### src/hdl/mpd_pkg.sv
// ----------------------------------------------------------------------------
// mpd_pkg
// Shared widths, register indexes, reset values and the per-channel maximum
// used by the max-pooling downscaler.
// ----------------------------------------------------------------------------
package mpd_pkg;

    localparam int CFG_DATA_W  = 13;
    localparam int CFG_INDEX_W = 2;
    localparam int SCALE_W     = 8;
    localparam int CHAN_W      = 8;
    localparam int PIX_W       = 3 * CHAN_W;

    localparam logic [CFG_INDEX_W-1:0] CFG_SOURCE_WIDTH  = 2'd0;
    localparam logic [CFG_INDEX_W-1:0] CFG_SOURCE_HEIGHT = 2'd1;
    localparam logic [CFG_INDEX_W-1:0] CFG_SCALE_FACTOR  = 2'd2;

    localparam logic [CFG_DATA_W-1:0] RESET_SOURCE_WIDTH  = 13'd640;
    localparam logic [CFG_DATA_W-1:0] RESET_SOURCE_HEIGHT = 13'd480;
    localparam logic [SCALE_W-1:0]    RESET_SCALE_FACTOR  = 8'd2;
    localparam logic [SCALE_W-1:0]    MIN_SCALE_FACTOR    = 8'd2;

    localparam int DEF_MAX_OUTPUT_WIDTH = 2048;
    localparam int DEF_MAX_SOURCE_WIDTH = 4096;

    // Channel-wise maximum of two packed {red, green, blue} pixels.
    function automatic logic [PIX_W-1:0] chan_max(input logic [PIX_W-1:0] a,
                                                  input logic [PIX_W-1:0] b);
        logic [PIX_W-1:0]  res;
        logic [CHAN_W-1:0] ca;
        logic [CHAN_W-1:0] cb;
        res = '0;
        for (int c = 0; c < 3; c++) begin
            ca = a[c*CHAN_W +: CHAN_W];
            cb = b[c*CHAN_W +: CHAN_W];
            res[c*CHAN_W +: CHAN_W] = (ca > cb) ? ca : cb;
        end
        return res;
    endfunction

endpackage

### src/hdl/mpd_dims.sv
// ----------------------------------------------------------------------------
// mpd_dims
// Derives the working frame geometry from the configuration registers:
// clamped width, height and scale, output width and the pooled area.
// A shared-step restoring divider produces one quotient bit per cycle.
// ----------------------------------------------------------------------------
module mpd_dims #(
    parameter int MAX_SOURCE_WIDTH = mpd_pkg::DEF_MAX_SOURCE_WIDTH,
    parameter int MAX_OUTPUT_WIDTH = mpd_pkg::DEF_MAX_OUTPUT_WIDTH
) (
    input  logic                                  i_clk,
    input  logic                                  i_rst_n,
    input  logic                                  i_start,
    input  logic [mpd_pkg::CFG_DATA_W-1:0]        i_cfg_width,
    input  logic [mpd_pkg::CFG_DATA_W-1:0]        i_cfg_height,
    input  logic [mpd_pkg::SCALE_W-1:0]           i_cfg_scale,
    output logic                                  o_busy,
    output logic [$clog2(MAX_SOURCE_WIDTH+1)-1:0] o_width,
    output logic [$clog2(MAX_SOURCE_WIDTH+1)-1:0] o_height,
    output logic [mpd_pkg::SCALE_W-1:0]           o_scale,
    output logic [$clog2(MAX_OUTPUT_WIDTH+1)-1:0] o_out_width,
    output logic [$clog2(MAX_SOURCE_WIDTH+1)-1:0] o_pool_width,
    output logic [$clog2(MAX_SOURCE_WIDTH+1)-1:0] o_pool_height
);

    localparam int WW   = $clog2(MAX_SOURCE_WIDTH + 1);
    localparam int OCW  = $clog2(MAX_OUTPUT_WIDTH + 1);
    localparam int SW   = mpd_pkg::SCALE_W;
    localparam int CNTW = $clog2(WW + 1);

    localparam logic [1:0] ST_IDLE = 2'd0;
    localparam logic [1:0] ST_DIV  = 2'd1;
    localparam logic [1:0] ST_MUL  = 2'd2;

    logic [1:0]      r_state;
    logic [CNTW-1:0] r_cnt;
    logic [WW-1:0]   r_qw;
    logic [WW-1:0]   r_qh;
    logic [SW-1:0]   r_rw;
    logic [SW-1:0]   r_rh;
    logic [WW-1:0]   r_width;
    logic [WW-1:0]   r_height;
    logic [SW-1:0]   r_scale;
    logic [OCW-1:0]  r_out_width;
    logic [WW-1:0]   r_pool_width;
    logic [WW-1:0]   r_pool_height;

    logic [WW-1:0]     n_width;
    logic [WW-1:0]     n_height;
    logic [SW-1:0]     n_scale;
    logic [SW:0]       trial_w;
    logic [SW:0]       trial_h;
    logic              ge_w;
    logic              ge_h;
    logic [OCW-1:0]    n_out_width;
    logic [OCW+SW-1:0] prod_w;
    logic [WW+SW-1:0]  prod_h;

    // Zero width or height reads as one, oversize reads as the maximum.
    always_comb begin
        if (i_cfg_width == '0) begin
            n_width = WW'(1);
        end else if (32'(i_cfg_width) > 32'(MAX_SOURCE_WIDTH)) begin
            n_width = WW'(MAX_SOURCE_WIDTH);
        end else begin
            n_width = WW'(i_cfg_width);
        end
        if (i_cfg_height == '0) begin
            n_height = WW'(1);
        end else if (32'(i_cfg_height) > 32'(MAX_SOURCE_WIDTH)) begin
            n_height = WW'(MAX_SOURCE_WIDTH);
        end else begin
            n_height = WW'(i_cfg_height);
        end
        n_scale = (i_cfg_scale < mpd_pkg::MIN_SCALE_FACTOR) ? mpd_pkg::MIN_SCALE_FACTOR
                                                            : i_cfg_scale;
    end

    always_comb begin
        trial_w = {r_rw, r_qw[WW-1]};
        trial_h = {r_rh, r_qh[WW-1]};
        ge_w    = trial_w >= {1'b0, r_scale};
        ge_h    = trial_h >= {1'b0, r_scale};
        if (32'(r_qw) > 32'(MAX_OUTPUT_WIDTH)) begin
            n_out_width = OCW'(MAX_OUTPUT_WIDTH);
        end else begin
            n_out_width = OCW'(r_qw);
        end
        prod_w = (OCW+SW)'(n_out_width) * (OCW+SW)'(r_scale);
        prod_h = (WW+SW)'(r_qh) * (WW+SW)'(r_scale);
    end

    always_ff @(posedge i_clk) begin
        if (!i_rst_n) begin
            r_state <= ST_IDLE;
        end else if (i_start) begin
            r_state <= ST_DIV;
        end else begin
            unique case (r_state)
                ST_IDLE: r_state <= ST_IDLE;
                ST_DIV:  r_state <= (r_cnt == CNTW'(1)) ? ST_MUL : ST_DIV;
                ST_MUL:  r_state <= ST_IDLE;
                default: r_state <= ST_IDLE;
            endcase
        end
    end

    always_ff @(posedge i_clk) begin
        if (i_start) begin
            r_width  <= n_width;
            r_height <= n_height;
            r_scale  <= n_scale;
            r_qw     <= n_width;
            r_qh     <= n_height;
            r_rw     <= '0;
            r_rh     <= '0;
            r_cnt    <= CNTW'(WW);
        end else if (r_state == ST_DIV) begin
            r_rw  <= ge_w ? SW'(trial_w - {1'b0, r_scale}) : trial_w[SW-1:0];
            r_rh  <= ge_h ? SW'(trial_h - {1'b0, r_scale}) : trial_h[SW-1:0];
            r_qw  <= {r_qw[WW-2:0], ge_w};
            r_qh  <= {r_qh[WW-2:0], ge_h};
            r_cnt <= r_cnt - CNTW'(1);
        end else if (r_state == ST_MUL) begin
            r_out_width   <= n_out_width;
            r_pool_width  <= WW'(prod_w);
            r_pool_height <= WW'(prod_h);
        end
    end

    assign o_busy        = i_start || (r_state != ST_IDLE);
    assign o_width       = r_width;
    assign o_height      = r_height;
    assign o_scale       = r_scale;
    assign o_out_width   = r_out_width;
    assign o_pool_width  = r_pool_width;
    assign o_pool_height = r_pool_height;

endmodule

### config.mk
export PLATFORM = sky130hd
export DESIGN_NAME = mpd_dims
export DESIGN_NICKNAME = d
export VERILOG_FILES = /design/src/hdl/mpd_pkg.sv /design/src/hdl/mpd_dims.sv
export SDC_FILE = /design/constraint.sdc
export NUM_CORES = 1
export LEC_CHECK = 0
export BUFFER_PORTS_ARGS = -buffer_cell sky130_fd_sc_hd__buf_2
export CAP_MARGIN = 0
export CORE_ASPECT_RATIO = 1.1
export CORE_MARGIN = 10
export CORE_UTILIZATION = 53
export DETAILED_ROUTE_END_ITERATION = 7
export PLACE_DENSITY = 0.81
export SETUP_SLACK_MARGIN = 0.2
export SYNTH_ARGS = -nofsm -noshare
export SYNTH_HDL_FRONTEND = slang
export SYNTH_SLANG_ARGS = --single-unit
export TNS_END_PERCENT = 1
### constraint.sdc
create_clock -name i_clk -period 5.9 [get_ports i_clk]
set_clock_uncertainty 0.1 [all_clocks]
set_input_delay 0.885 -clock i_clk [delete_from_list [all_inputs] [get_ports i_clk]]
set_output_delay 0.885 -clock i_clk [all_outputs]
set_load 0.01 [all_outputs]
==> impl_metrics.ini <==
[outcome]
outcome = finished clean

[timing]
layout_min_cycle_time_ps = 5250
hold_violations = 0
worst_pin_slew_ps = 960
setup_viol = 0
slew_headroom = 0.357
finalCritPeriodShare = 0.889
tns_ps = 0
fmax_mhz = 191
fin_ws_ps = 652
final_max_slew_viol_count = 0
rsz0062_at_grt = no

[route]
drtPass1Iterations = 5
drtIter0Drc = 419
drc = 0
viasPerCell = 5.33
wirelength_mm = 20.7
num_vias = 6562
antenna_left = 0
wire_per_inst_um = 16.8

[setup_path]
critical_path.max_fanout = 21
crit_start = r_qw[11]
critPathTopFamily = adder cells
crit_top_cell = fa_1
critPathKind = reg2reg
cp_slowest_cell = fa_1
arrival_ps = 5310
cp_cell_sequence = nor2_2 > and2_1 > nand2_1 > fa_1 > fa_1 > inv_1 > fa_1 > inv_1 > fa_1 > inv_1 > ha_1 > o21ai_0 > nor2_1 > o41ai_1 > o21ai_0 > xnor2_1
critPathCaptureType = flop
critPathBufInv = 3
worstPathRequired_ps = 5960
cp_slowest_stage_delay_ps = 560
r2r-start = r_qw[11]
worst_setup_path_start_kind = flop

[logic_synthesis]
synth_seq_area_share = 0.360
yosysTopAreaCell = edfxtp_1
synth_edf_count = 98
ys_warn_count = 0
synthSimpleGateAreaFrac = 0.162
syn-num-nets = 1066
synth_compound_area_frac = 0.0632
syn_area_um2 = 9400
synth-seq-cells = 120
synth_xor_area_frac = 0.0397
ys_top_cells_by_area = edfxtp_1, fa_1, ha_1
synth_top_family_by_area = adder cells
synthFlopType = edfxtp_1
synth.distinct_cells = 41
synthCells = 882
synthArstFlopShare = 0
synth_top_area_share = 0.313
avgSynthCellArea_um2 = 10.7
synthMuxAreaShare = 0.0451
synth_fa_ha_area_frac = 0.264

[placement]
place_congestion = 0.890
place_hpwl_mm = 15.2
post-place-ws_ps = 713
portBuffers = 109

[die]
chipWidth_um = 147
io_pins = 110
dieArea_um2 = 23500
start_util = 0.536
dieHeight_um = 160
rows = 51
placeableCoreArea_um2 = 17500

[min_path]
hp-start = r_rw[7]
min-delay-path-class = reg2reg

[final_layout]
diodes = 0
drive_above_1_share = 0.187
nNetsFinal = 1165
syn2layout_area_growth_pct = 14.4

[global_routing]
grt_overflow = 0
grt_pass1_vias = 6901
grt_pass1_wl_mm = 34.3
grt_antenna_before_repair = 0
grtUsageTotal = 0.179
grt_max_degree = 53

[clock_network]
cts_made_buffers = 17
cts_tree = built
cts_sinks = 120
path_clk_slew_ps = 60
cts_root_buf = clkbuf_16
h-tree-depth = 4
ctsResizeCount = 0
cts_setup_buffers = 0
cts_buffer_depth = 2
cts_hold_buf = 0
clkLatencyLatePin_ps = 430

[run]
maxCapViolCount = 0

[power_and_ir_drop]
vdd_drop_max_mv = 0.214
power_density_nw_per_um2 = 317
power_leakage_nw = 4.94
## report_power, final
part	internal (mW)	total, mW	switching [mW]	leakage (nW)
registers	1.04	1.12	0.0819	1.13
logic	0.617	1.30	0.687	3.53
clock network	0.603	0.986	0.383	0.280
total	2.26	3.41	1.15	4.94
## cell families after synthesis
kind of cell | Yosys count
adders and majority gates | 147
xor gates and xnor gates | 41
DFF | 120
muxes | 39
AOI/OAI and AO/OA | 88
buffers and inverters | 165
and+or+nand+nor | 282
## per-stage QoR
stage / cells / power [mW] / hold slack [ps] / util / instance area (um2)
final: 1232 / 3.41 / 399 / 0.613 / 10800
after global routing: 1232 / 3.66 / 414 / 0.613 / 10800
after CTS: 1232 / 3.44 / 402 / 0.613 / 10800
after detailed placement: 1200 / 2.44 / 358 / 0.581 / 10200
after global placement: 1200 / 2.39 / 345 / 0.581 / 10200
after floorplan: 882 / 2.15 / 332 / - / 9400
## cell usage in the layout, fill, tap and decap left out, drive strengths merged, types with 2 or more instances in the layout
cell type	n
a211oi	12
a21boi	2
a21o	2
a21oi	17
a31oi	2
and2	52
and3	55
buf	119
clkbuf	22
clkinv	5
dfxtp	22
edfxtp	98
fa	86
ha	61
inv	130
mux2	27
mux2i	12
nand2	63
nand2b	5
nand3b	3
nand4	4
nor2	41
nor2b	32
nor3	11
nor3b	2
nor4	6
o21a	14
o21ai	23
o22ai	2
o31a	6
o31ai	4
o41ai	3
or2	2
or3	3
or3b	2
xnor2	34
xor2	6
## tightest hold or removal path, cell delays in order (launching register included)
cell	delay (ps)
dfxtp_1	310
nand2_1	70
a21oi_1	60
## worst paths after layout
path / slack [ps] / cells after the start / end
hold reg to reg: 400 / 2 / r_rw[7]
setup reg to reg: 650 / 16 / o_pool_width[12]
setup / recovery: 650 / 16 / o_pool_width[12]
hold / removal: 400 / 2 / r_rw[7]
## registers in the layout, indices dropped and copies added (netlist names), 12 cells and up
register and count:
o_height 13, o_pool_height 13, o_pool_width 13, o_out_width 12, r_qw 13, o_width 13, r_qh 13
## layer usage
metal | GRT usage | routed length (um) | share of wire
met1 | 0.211 | 8300 | 0.40
met2 | 0.315 | 10800 | 0.52
met3 | 0.0382 | 1230 | 0.059
met4 | 0.0604 | 365 | 0.018
met5 | 0 | 0 | 0
## synth_stat cells, types with 3 or more instances
cell and n:
inv_1 126, edfxtp_1 98, fa_1 86, nand2_1 63
ha_1 61, and3_1 55, and2_1 52, nor2_1 41
clkbuf_1 38, xnor2_1 34, nor2b_1 30, mux2_2 27
o21ai_0 23, dfxtp_1 22, a21oi_1 17, o21a_1 14
a211oi_1 12, mux2i_1 12, nor3_1 11, nor4_1 6
o31a_1 6, xor2_1 6, nand2b_1 5, nand4_1 4
nand3b_1 3, o41ai_1 3, or3_1 3
## layout make-up
| type | instances | area (um2) |
|---|---|---|
| Multi-Input combinational cell | 597 | 5410 |
| Fill cell | 1399 | 6790 |
| Tap cell | 238 | 298 |
| Inverter | 126 | 473 |
| Sequential cell | 120 | 3380 |
| Clock inverter | 10 | 93.8 |
| Clock buffer | 22 | 464 |
| Timing Repair Buffer | 119 | 636 |
No activity file was read; power rests on OpenSTA's default activity.
